===== src/design/cspk_pkg.sv =====
// ----------------------------------------------------------------------------
// cspk_pkg
// Shared types and constants of the cardinal spline key-frame interpolator.
// ----------------------------------------------------------------------------
package cspk_pkg;

    // Operand and result width of the shared multiply unit.
    localparam int unsigned MUL_W  = 36;
    localparam int unsigned MUL_HW = 18;

    // One in unsigned Q1.16, used as the clamp of every quotient.
    localparam logic [16:0] Q_ONE = 17'h10000;

    // Shift codes of the multiply unit.
    localparam logic [1:0] SH_0  = 2'd0;
    localparam logic [1:0] SH_16 = 2'd1;
    localparam logic [1:0] SH_32 = 2'd2;

    // Result status codes.
    localparam logic [2:0] STAT_OK      = 3'd0;
    localparam logic [2:0] STAT_FEW     = 3'd1;
    localparam logic [2:0] STAT_BEFORE  = 3'd2;
    localparam logic [2:0] STAT_AFTER   = 3'd3;
    localparam logic [2:0] STAT_WRITTEN = 3'd4;

    // Configuration register indexes.
    localparam logic CFG_KEY_COUNT = 1'b0;
    localparam logic CFG_TENSION   = 1'b1;

    localparam logic FUNC_WRITE = 1'b0;

    typedef struct packed {
        logic               func;
        logic [5:0]         key_index;
        logic [31:0]        key_time;
        logic signed [31:0] pos_x;
        logic signed [31:0] pos_y;
        logic signed [31:0] pos_z;
        logic [31:0]        query_time;
    } t_in;

    typedef struct packed {
        logic signed [31:0] out_x;
        logic signed [31:0] out_y;
        logic signed [31:0] out_z;
        logic [2:0]         status;
    } t_out;

    // One table entry as held in the key memory.
    typedef struct packed {
        logic [31:0] ktime;
        logic [31:0] kx;
        logic [31:0] ky;
        logic [31:0] kz;
    } t_key;

    typedef struct packed {
        logic              start;
        logic signed [MUL_W-1:0] a;
        logic signed [MUL_W-1:0] b;
        logic [1:0]        sh;
    } t_mul_req;

    typedef struct packed {
        logic              done;
        logic signed [MUL_W-1:0] res;
    } t_mul_rsp;

    typedef struct packed {
        logic        start;
        logic [31:0] num;
        logic [31:0] den;
    } t_div_req;

    typedef struct packed {
        logic        done;
        logic [16:0] quo;
    } t_div_rsp;

endpackage


===== src/design/cspk_div.sv =====
// ----------------------------------------------------------------------------
// cspk_div
// Restoring divider giving min(num * 2^16 / den, 1.0) in unsigned Q1.16,
// one quotient bit per cycle. The caller guarantees a nonzero divisor.
// ----------------------------------------------------------------------------
module cspk_div (
    input  logic                i_clk,
    input  logic                i_rst_n,
    input  cspk_pkg::t_div_req  i_req,
    output cspk_pkg::t_div_rsp  o_rsp
);

    localparam logic [4:0] DIV_STEPS = 5'd16;

    logic        r_busy;
    logic        r_done;
    logic [4:0]  r_cnt;
    logic [32:0] r_rem;
    logic [31:0] r_den;
    logic [16:0] r_quo;

    logic [32:0] w_rem2;
    logic        w_fit;

    assign w_rem2 = {r_rem[31:0], 1'b0};
    assign w_fit  = (w_rem2 >= {1'b0, r_den});

    always_ff @(posedge i_clk) begin
        if (!i_rst_n) begin
            r_busy <= 1'b0;
            r_done <= 1'b0;
            r_cnt  <= '0;
        end else begin
            r_done <= 1'b0;
            if (i_req.start) begin
                if (i_req.num >= i_req.den) begin
                    // The ratio reaches one and is clamped there.
                    r_quo  <= cspk_pkg::Q_ONE;
                    r_done <= 1'b1;
                end else begin
                    r_rem  <= {1'b0, i_req.num};
                    r_den  <= i_req.den;
                    r_quo  <= '0;
                    r_cnt  <= DIV_STEPS;
                    r_busy <= 1'b1;
                end
            end else if (r_busy) begin
                r_rem <= w_fit ? (w_rem2 - {1'b0, r_den}) : w_rem2;
                r_quo <= {r_quo[15:0], w_fit};
                r_cnt <= r_cnt - 5'd1;
                if (r_cnt == 5'd1) begin
                    r_busy <= 1'b0;
                    r_done <= 1'b1;
                end
            end
        end
    end

    assign o_rsp.done = r_done;
    assign o_rsp.quo  = r_quo;

endmodule


===== config.mk =====
export PLATFORM = sky130hd
export DESIGN_NAME = cspk_div
export DESIGN_NICKNAME = d
export VERILOG_FILES = /design/src/design/cspk_pkg.sv /design/src/design/cspk_div.sv
export SDC_FILE = /design/constraint.sdc
export NUM_CORES = 1
export LEC_CHECK = 0
export BUFFER_PORTS_ARGS = -buffer_cell sky130_fd_sc_hd__buf_2
export CAP_MARGIN = 15
export CORE_MARGIN = 2
export CORE_UTILIZATION = 55
export DETAILED_ROUTE_END_ITERATION = 16
export PLACE_DENSITY = 0.77
export SLEW_MARGIN = 20
export SYNTH_ARGS = -nofsm -noshare
export SYNTH_HDL_FRONTEND = slang
export SYNTH_SLANG_ARGS = --single-unit

===== constraint.sdc =====
create_clock -name i_clk -period 12.1 [get_ports i_clk]
set_input_delay 1.815 -clock i_clk [delete_from_list [all_inputs] [get_ports i_clk]]
set_output_delay 1.815 -clock i_clk [all_outputs]
set_load 0.05 [all_outputs]

==> results.toml <==
[power]
ir_worst_vdd_mv = 0.0686
cellPowerDensity_nw_per_um2 = 133
p_leak_nw = 3.24

[routing]
first_pass_iters = 5
routed_via_density = 5.80
drtAntennaViolNets = 0
drc = 0
wire_per_inst_um = 16.8
vias = 5054
drt_iter0_markers = 342
routed_wl_um = 14700

[die]
rows = 38
coreArea_um2 = 10900
start_util_pct = 57.1
die_x_um = 111
die_y_um = 111
dieArea_um2 = 12200
ios = 85

[yosys]
synth_fa_ha_area_share_pct = 13.6
muxShareOfSynthArea_pct = 2.99
yosysTopAreaCell = "edfxtp_1"
synth-simple-area-share_pct = 14.1
ys_seq_elements = 88
synth_top_area_share_pct = 39.0
synth_cell_type_count = 63
synth_compound_area_share_pct = 19.1
async_reset_ff_share_pct = 0
syn_area_um2 = 6240
synthesis.instances = 647
synth_top_family_by_area = "compound AO/OA/AOI/OAI gates"
syn_nets = 781
synth-xor-area-share_pct = 3.09
synth.avg_cell_area_um2 = 9.64
ys_seq_area_share_pct = 41.2
ys.flop_type = "edfxtp_1"
ys_warn_count = 0
synth_enable_flop_cells = 81
synth_area_leaders = "edfxtp_1, ha_1, inv_1"

[finish]
fillers = 918
finalNetCount = 860
stdcell_area_um2 = 7080
area_delta_synth_final_pct = 13.4
post-route-util_pct = 64.7
finalNonFillerCells = 871
layout-drive-gt1-share_pct = 16.8
diodes = 0

[global_route]
grt_max_degree = 49
met1_usage_pct = 31.2
use_met2_pct = 41.7
grt_pass1_wl_um = 24300
busiest_layer = "met2"
met3_usage_pct = 4.23
grt_pass1_vias = 5207
track_usage_pct = 24.2
antenna_found_initial = 0
overflow = 0

[critical_path]
cp-start-kind = "input port"
critPathKind = "input port to flip-flop"
worstPathMaxFanout = 19
reg2reg_slack_ps = 8470
crit_slowest_cell = "and2_1"
path_cells = "buf_2, inv_1, ha_1, a21o_1, a21o_1, a21oi_1, o21ai_0, a211oi_1, o22ai_1, o21a_1, nor2_1, and2_1, buf_4"
critPathMaxStageDelay_ps = 640
worstPathRequired_ps = 12130
cp_data_arrival_time_ps = 4980
cp-end-kind = "flip-flop"
crit_top_cell = "a21o_1"

[clock_network]
cts.htree.levels = 3
cts_max_path_buffers = 2
cts_tree = "yes"
ctsHoldBuffers = 0
clockRootBuffer = "clkbuf_16"
post_cts_buffers = 0
cts_sinks = 88
numCtsBuffers = 9
insertion_delay_ps = 350
cts_resized = 0
cts.clk_slew.worst_paths_ps = 60

[timing]
tns_ps = 0
fmax_ghz = 0.202
hold_viol = 0
tightest_slew_ps = 906
slew_violations = 0
finClkSkew_ps = 7.72
maxSlewHeadroom_pct = 39.6
final.period_utilization_pct = 40.9
setup_viol = 0
min_period_ps = 4950
rsz0062_at_grt = "no"

[placed_design]
place_congestion = 0.877
place_inst = 855
portBuffers = 84
hpwl_um = 11000
place_area_um2 = 6780

[status]
outcome = "finished clean"

[hold_path]
hold_path.class = "flip-flop to flip-flop"

[flow_run]
drv_cap = 0
path summary, 6_finish.rpt:
check,from,endpoint,cells past startpoint
max,i_req[13],r_den[5],13
min,r_cnt[4],r_cnt[4],2
max reg2reg,r_rem[11],r_rem[26],10
min reg2reg,r_cnt[4],r_cnt[4],2
critical path: cells and delay by family:
family / cells / cell delay [ps]
compound gates: 7 / 1430
buf+inv: 3 / 560
fa+ha+maj: 1 / 290
simple gates: 2 / 870
cell usage after synthesis, types with 3 or more instances:
cell type,n
nor2b_1,23
a211oi_1,7
buf_2,4
nand3_1,13
or3_1,4
mux2_2,5
xnor2_1,16
o21ai_0,26
inv_1,74
nand4_1,10
and3_1,4
o21a_1,13
o22ai_1,3
o31ai_1,3
nor2_1,48
nor3_1,11
o221a_2,3
xor2_1,6
a21o_1,29
nand2_1,45
mux2i_1,13
a21oi_1,55
nand2b_1,5
ha_1,66
a2bb2oi_1,5
edfxtp_1,81
a31oi_1,10
clkbuf_1,12
dfxtp_1,7
o311a_1,3
power by group:
group          internal (mW)  total, mW  switching (mW)
combinational          0.115      0.281           0.167
sequential             0.364      0.377          0.0122
clock                  0.160      0.283           0.123
metal layers:
layer | share of wire, % | wire [µm]
met5 | 0 | 0
met4 | 1.3 | 187
met3 | 4.3 | 623
met2 | 49 | 7150
met1 | 46 | 6700
flip-flops by register name, indices dropped and copies added, names as in the netlist:
name	count
r_busy	1
r_cnt	5
r_den	32
r_done	1
r_quo	17
r_rem	32
cells by family (layout without fill, tap and decap cells):
logic type	after synthesis	in the layout
and+or+nand+nor	179	179
AOI/OAI and AO/OA	178	178
buffers and inverters	95	179
DFF	88	88
adders and majority gates	67	67
xor gates and xnor gates	22	22
muxes	18	18
cell usage in the layout (no fill, tap or decap), types with 4 or more instances in the layout:
cell        n
a211oi_1    7
a21o_1     29
a21oi_1    55
a2bb2oi_1   5
a31oi_1    10
and3_1      4
buf_2      84
buf_4       4
clkbuf_16   9
dfxtp_1     7
edfxtp_1   81
ha_1       66
inv_1      74
mux2_2      5
mux2i_1    13
nand2_1    45
nand2b_1    5
nand3_1    13
nand4_1    10
nor2_1     48
nor2b_1    22
nor3_1     11
o21a_1     13
o21ai_0    26
or3_1       4
xnor2_1    16
xor2_1      6
metrics by stage:
| step | hold WS, ps | setup slack [ps] | power [mW] |
|---|---|---|---|
| floorplan | 448 | 6930 | 0.590 |
| global placement | 466 | 6930 | 0.649 |
| detailed placement | 482 | 6770 | 0.659 |
| CTS | 492 | 7110 | 0.941 |
| global route | 512 | 6930 | 0.987 |
| finish | 491 | 7150 | 0.941 |
area by class of cell:
cell class	instances	area (µm²)	area share (%)
Clock buffer	9	225	3.18
Clock inverter	7	71.3	1.01
Tap cell	140	175	2.48
Sequential cell	88	2570	36.4
Inverter	75	282	3.98
Multi-Input combinational cell	464	3300	46.6
Timing Repair Buffer	88	450	6.36
Note: power is estimated with default switching activity, not from simulation.
