**config.mk**
```make
export PLATFORM = sky130hd
export DESIGN_NAME = cspk_mul
export DESIGN_NICKNAME = d
export VERILOG_FILES = /design/src/design/cspk_pkg.sv /design/src/design/cspk_mul.sv
export SDC_FILE = /design/constraint.sdc
export NUM_CORES = 2
export LEC_CHECK = 0
export BUFFER_PORTS_ARGS = -buffer_cell sky130_fd_sc_hd__clkbuf_2
export CAP_MARGIN = 10
export CELL_PAD_IN_SITES_DETAIL_PLACEMENT = 0
export CELL_PAD_IN_SITES_GLOBAL_PLACEMENT = 1
export CORE_MARGIN = 2
export CORE_UTILIZATION = 55
export CTS_BUF_LIST = sky130_fd_sc_hd__clkbuf_4
export DETAILED_ROUTE_END_ITERATION = 10
export GPL_ROUTABILITY_DRIVEN = 0
export GPL_TIMING_DRIVEN = 0
export PLACE_DENSITY_LB_ADDON = 0.1
export SETUP_SLACK_MARGIN = 0.02
export SYNTH_ARGS = -nofsm -noshare
export SYNTH_HDL_FRONTEND = slang
export SYNTH_SLANG_ARGS = --single-unit
```
**constraint.sdc**
```tcl
create_clock -name i_clk -period 15.33 [get_ports i_clk]
set_input_delay 3.066 -clock i_clk [delete_from_list [all_inputs] [get_ports i_clk]]
set_output_delay 3.066 -clock i_clk [all_outputs]
set_load 0.005 [all_outputs]
```
**src/design/cspk_pkg.sv**
```systemverilog
// ----------------------------------------------------------------------------
// cspk_pkg
// Shared types and constants of the cardinal spline key-frame interpolator.
// ----------------------------------------------------------------------------
package cspk_pkg;

    // Operand and result width of the shared multiply unit.
    localparam int unsigned MUL_W  = 36;
    localparam int unsigned MUL_HW = 18;

    // One in unsigned Q1.16, used as the clamp of every quotient.
    localparam logic [16:0] Q_ONE = 17'h10000;

    // Shift codes of the multiply unit.
    localparam logic [1:0] SH_0  = 2'd0;
    localparam logic [1:0] SH_16 = 2'd1;
    localparam logic [1:0] SH_32 = 2'd2;

    // Result status codes.
    localparam logic [2:0] STAT_OK      = 3'd0;
    localparam logic [2:0] STAT_FEW     = 3'd1;
    localparam logic [2:0] STAT_BEFORE  = 3'd2;
    localparam logic [2:0] STAT_AFTER   = 3'd3;
    localparam logic [2:0] STAT_WRITTEN = 3'd4;

    // Configuration register indexes.
    localparam logic CFG_KEY_COUNT = 1'b0;
    localparam logic CFG_TENSION   = 1'b1;

    localparam logic FUNC_WRITE = 1'b0;

    typedef struct packed {
        logic               func;
        logic [5:0]         key_index;
        logic [31:0]        key_time;
        logic signed [31:0] pos_x;
        logic signed [31:0] pos_y;
        logic signed [31:0] pos_z;
        logic [31:0]        query_time;
    } t_in;

    typedef struct packed {
        logic signed [31:0] out_x;
        logic signed [31:0] out_y;
        logic signed [31:0] out_z;
        logic [2:0]         status;
    } t_out;

    // One table entry as held in the key memory.
    typedef struct packed {
        logic [31:0] ktime;
        logic [31:0] kx;
        logic [31:0] ky;
        logic [31:0] kz;
    } t_key;

    typedef struct packed {
        logic              start;
        logic signed [MUL_W-1:0] a;
        logic signed [MUL_W-1:0] b;
        logic [1:0]        sh;
    } t_mul_req;

    typedef struct packed {
        logic              done;
        logic signed [MUL_W-1:0] res;
    } t_mul_rsp;

    typedef struct packed {
        logic        start;
        logic [31:0] num;
        logic [31:0] den;
    } t_div_req;

    typedef struct packed {
        logic        done;
        logic [16:0] quo;
    } t_div_rsp;

endpackage

```
**src/design/cspk_mul.sv**
```systemverilog
// ----------------------------------------------------------------------------
// cspk_mul
// Shared sign-magnitude multiplier: (a * b) >> sh, truncated toward zero.
// The product is built from two 36x18 partial products, low half first.
// ----------------------------------------------------------------------------
module cspk_mul (
    input  logic                i_clk,
    input  logic                i_rst_n,
    input  cspk_pkg::t_mul_req  i_req,
    output cspk_pkg::t_mul_rsp  o_rsp
);

    localparam int unsigned MW = cspk_pkg::MUL_W;
    localparam int unsigned HW = cspk_pkg::MUL_HW;

    logic [1:0]         r_phase;
    logic               r_done;
    logic [MW-1:0]      r_ma;
    logic [MW-1:0]      r_mb;
    logic               r_neg;
    logic [1:0]         r_sh;
    logic [2*MW-1:0]    r_prod;
    logic signed [MW-1:0] r_res;

    logic [MW-1:0]      w_abs_a;
    logic [MW-1:0]      w_abs_b;
    logic [HW-1:0]      w_mb_sel;
    logic [MW+HW-1:0]   w_pp;
    logic [MW-1:0]      w_shifted;

    assign w_abs_a  = i_req.a[MW-1] ? (MW'(0) - MW'(i_req.a)) : MW'(i_req.a);
    assign w_abs_b  = i_req.b[MW-1] ? (MW'(0) - MW'(i_req.b)) : MW'(i_req.b);
    assign w_mb_sel = (r_phase == 2'd1) ? r_mb[HW-1:0] : r_mb[MW-1:HW];
    assign w_pp     = r_ma * w_mb_sel;

    always_comb begin
        unique case (r_sh)
            cspk_pkg::SH_16: w_shifted = r_prod[MW+15:16];
            cspk_pkg::SH_32: w_shifted = r_prod[MW+31:32];
            default:         w_shifted = r_prod[MW-1:0];
        endcase
    end

    always_ff @(posedge i_clk) begin
        if (!i_rst_n) begin
            r_phase <= 2'd0;
            r_done  <= 1'b0;
        end else begin
            r_done <= 1'b0;
            unique case (r_phase)
                2'd0: begin
                    if (i_req.start) begin
                        r_ma    <= w_abs_a;
                        r_mb    <= w_abs_b;
                        r_neg   <= i_req.a[MW-1] ^ i_req.b[MW-1];
                        r_sh    <= i_req.sh;
                        r_phase <= 2'd1;
                    end
                end
                2'd1: begin
                    r_prod  <= (2*MW)'(w_pp);
                    r_phase <= 2'd2;
                end
                2'd2: begin
                    r_prod  <= r_prod + ((2*MW)'(w_pp) << HW);
                    r_phase <= 2'd3;
                end
                default: begin
                    r_res   <= r_neg ? $signed(MW'(0) - w_shifted) : $signed(w_shifted);
                    r_done  <= 1'b1;
                    r_phase <= 2'd0;
                end
            endcase
        end
    end

    assign o_rsp.done = r_done;
    assign o_rsp.res  = r_res;

endmodule

```
==> summary.txt <==
SYNTH
--------------------------------------------------------------------------------------------------
Synthesis-stage register bit count                                                             182
Share of flip-flops with an asynchronous set or reset                                           0%
Largest area contributor in the netlist                                               sky130_fd_sc_hd__fa_1
Avg Synthesized Cell Area                                                                9.076 um2
Number of warning messages in the yosys log                                                      0
Syn_nets                                                                                      4400
Post-synthesis instance total                                                                 3588
Area share of the largest cell type after synthesis                                         33.50%
Ys flop type                                                                          sky130_fd_sc_hd__edfxtp_1
Netlist area before placement                                                            32570 um2
Synth top area cells                                                                  sky130_fd_sc_hd__fa_1 (34%), sky130_fd_sc_hd__edfxtp_1 (17%), sky130_fd_sc_hd__inv_1 (8.0%)
Count of flip-flops with a built-in enable after synthesis                                     179
Netlist cell types                                                                              74
Part of the Yosys area used for sequential elements                                         16.69%

SETUP PATH
--------------------------------------------------------------------------------------------------
Worst-path maximum fanout                                                                       10
Worst setup path category                                                               reg -> reg
Arrival @ worst endpoint                                                                  12.22 ns
Required time reported for the critical path endpoint                                     15.86 ns
Critical path's largest stage delay                                                        0.72 ns
CP startpoint kind                                                                            flop
Most repeated library cell on the critical path                                       sky130_fd_sc_hd__fa_1
CP max-delay cell                                                                     sky130_fd_sc_hd__clkbuf_1
Critical Path Sink Type                                                                       flop

CLOCK NETWORK
--------------------------------------------------------------------------------------------------
Htree depth                                                                                      4
Post-CTS setup repair buffer count                                                               0
Clock buffer count from CTS                                                                     17
Clock latency of the later-clocked register in the worst-skew pair                         0.76 ns
Clock transition time at the flip-flop clock pins of the worst setup and hold paths        0.21 ns
Post_cts resized                                                                                 0
Cell at the root of the clock tree                                                    sky130_fd_sc_hd__clkbuf_4
Clock net sink count                                                                           182
CTS tree                                                                                      done
Clock buffer depth                                                                               2
Hold buffer count at CTS                                                                         0

FLOORPLANNING
--------------------------------------------------------------------------------------------------
Std-Cell Rows                                                                                   89
DIE HEIGHT                                                                                247.3 um
Total Die Area                                                                           61170 um2
Effective utilization at floorplan                                                          55.39%
Overall die width                                                                         247.3 um
Number of primary I/O pins                                                                     114
Core box area                                                                            58800 um2

STA
--------------------------------------------------------------------------------------------------
Final worst-path cycle share                                                                76.30%
Worst-case clock skew                                                                   0.06092 ns
Hold Violations, Final                                                                           0
Final max-slew violation count                                                                   0
Worst Tran Pin Value                                                                      1.168 ns
Tightest slew margin relative to the limit                                                  22.13%
Total of endpoints with negative setup slack in the final report                                 0
Final setup TNS                                                                               0 ns
Timing-limited maximum frequency                                                         85.49 MHz
Setup repair after global routing missed its margin                                             no
Time the final worst path needs with I/O delays and setup                                 11.70 ns

DRT
--------------------------------------------------------------------------------------------------
Average wire per standard cell                                                            21.57 um
Remaining routing DRC violations                                                                 0
Total vias in the final route                                                                25690
Vias per std cell                                                                            5.693
Starting DRC count in detailed routing                                                        1865
Sum of routed wire length over all layers                                                 97.31 mm
Post-route ant nets                                                                              0
Number of detailed-routing iterations run before antenna repair                                  6

GLOBAL ROUTING
--------------------------------------------------------------------------------------------------
Grt peak-use layer                                                                            met2
Initial antenna violation count                                                                  4
Vias in the first global route                                                               26410
Met1 track demand over resource                                                             42.02%
Global-route wire length before repair                                                    149.4 mm
Maximum number of pins on one net before global-route repair                                    73
Met3 Resource Use GR                                                                        6.034%
Total grt overflow                                                                               0
Global-route usage over all layers                                                          32.76%
Grt met2 use                                                                                53.37%

FLOW RUN
--------------------------------------------------------------------------------------------------
Max-cap violations                                                                               0

PLACEMENT
--------------------------------------------------------------------------------------------------
Buffers added on ports                                                                         111
Half-perimeter wire length of the detailed placement result                               79.94 mm

LAYOUT
--------------------------------------------------------------------------------------------------
Net count reported at finish                                                                  4533
Share of layout cells above drive strength 1                                                6.133%
Most frequent cells in the layout                                                     sky130_fd_sc_hd__inv_1 (694), sky130_fd_sc_hd__nand2_1 (557), sky130_fd_sc_hd__fa_1 (545)
Most common library cell in the layout ignoring fill and taps                         sky130_fd_sc_hd__inv_1
Area growth from synthesis to layout                                                        6.024%

STATUS
--------------------------------------------------------------------------------------------------
Outcome                                                                               finished, final reports clean

WORST HOLD PATH
--------------------------------------------------------------------------------------------------
Worst hold path class                                                                   reg -> reg

==> worst max-delay path: cells and delay by family (launching register included) <==
family,cells,cell delay [ns]
AO/OA/AOI/OAI,5,1.08
XOR/XNOR,1,0.21
adder cells (fa/ha/maj),9,3.99
buffers and inverters,10,2.55
flip-flops,1,0.39
multiplexers,1,0.61
AND/OR/NAND/NOR,9,2.63
==> area by class of cell <==
type / count / area, um2
diodes: 5 / 12.51
plain buffers: 187 / 765.7
clock buffers: 17 / 127.6
clock inverters: 15 / 217.7
fillers: 5302 / 24270
inverters: 695 / 2609
multi-input cells: 2524 / 23760
flip-flops and latches: 182 / 5435
well taps: 773 / 967.2
repair buffers: 114 / 630.6
==> routing by layer <==
layer	share of wire [%]	vias up
met4	5.5	0
met5	0	-
met1	40	12830
met3	7.6	233
met2	47	1043
li1	-	11580
==> cells in the mapped netlist (all sizes together) (3+ instances only) <==
cell type  count
a2111oi        6
o41ai         10
a211o          6
a21oi        105
or2           12
a221o         28
o2111ai        3
o21bai        20
clkbuf       141
mux2i          8
a21o          58
nor4           8
o21a          10
a21boi         5
o21ai        136
nand4         29
a211oi        18
nor4b          5
nand3         37
nand2b        21
a22oi         12
a31oi         18
a41oi          3
o31ai         33
or3           22
nor3          29
mux2          38
buf           46
nor2b         13
dfxtp          3
a31o           4
xnor2        125
fa           545
and3          12
inv          695
and2         229
xor2          57
o211ai        10
nor2          73
or4            8
ha           190
nor3b          6
edfxtp       179
nand2        557
==> through the flow <==
| stage | util [%] | area [um2] | setup slack, ns | hold WS, ns | std cells |
|---|---|---|---|---|---|
| final | 58.72 | 34530 | 3.633 | 0.5902 | 4512 |
| after global routing | 58.72 | 34530 | 2.991 | 0.6108 | 4511 |
| after CTS | 58.70 | 34520 | 3.700 | 0.5929 | 4507 |
| after detailed placement | 58.12 | 34170 | 3.722 | 0.5605 | 4475 |
| after global placement | 57.98 | 34090 | 3.735 | 0.5469 | 4472 |
| after floorplan | - | 32570 | 6.378 | 0.5276 | 3588 |
==> flip-flops by register name, indices dropped and copies added, names as in the netlist <==
register and cells:
r_done 1, r_ma 36, r_neg 1, r_prod 68
r_phase 2, r_mb 36, r_res 36, r_sh 2
==> worst paths after layout <==
path / slack (ns) / startpoint / cells past startpoint / endpoint
worst max-delay path: 3.63 / r_phase[1] / 35 / r_prod[67]
worst min-delay path: 0.59 / r_prod[0] / 2 / r_res[0]
worst min register to register: 0.59 / r_prod[0] / 2 / r_res[0]
worst max register to register: 3.63 / r_phase[1] / 35 / r_prod[67]
==> cell families after synthesis <==
logic type,count (synthesis),synth area share (%)
muxes,46,1.560
buffers and inverters,882,10.36
AOI/OAI and AO/OA,495,10.09
xor gates and xnor gates,182,4.895
DFF,182,16.69
and+or+nand+nor,1066,15.60
adders and majority gates,735,40.80
Power is left out: the tool's default activity adds up to more than one toggle a clock period on the data nets, which glitch-free logic cannot reach.
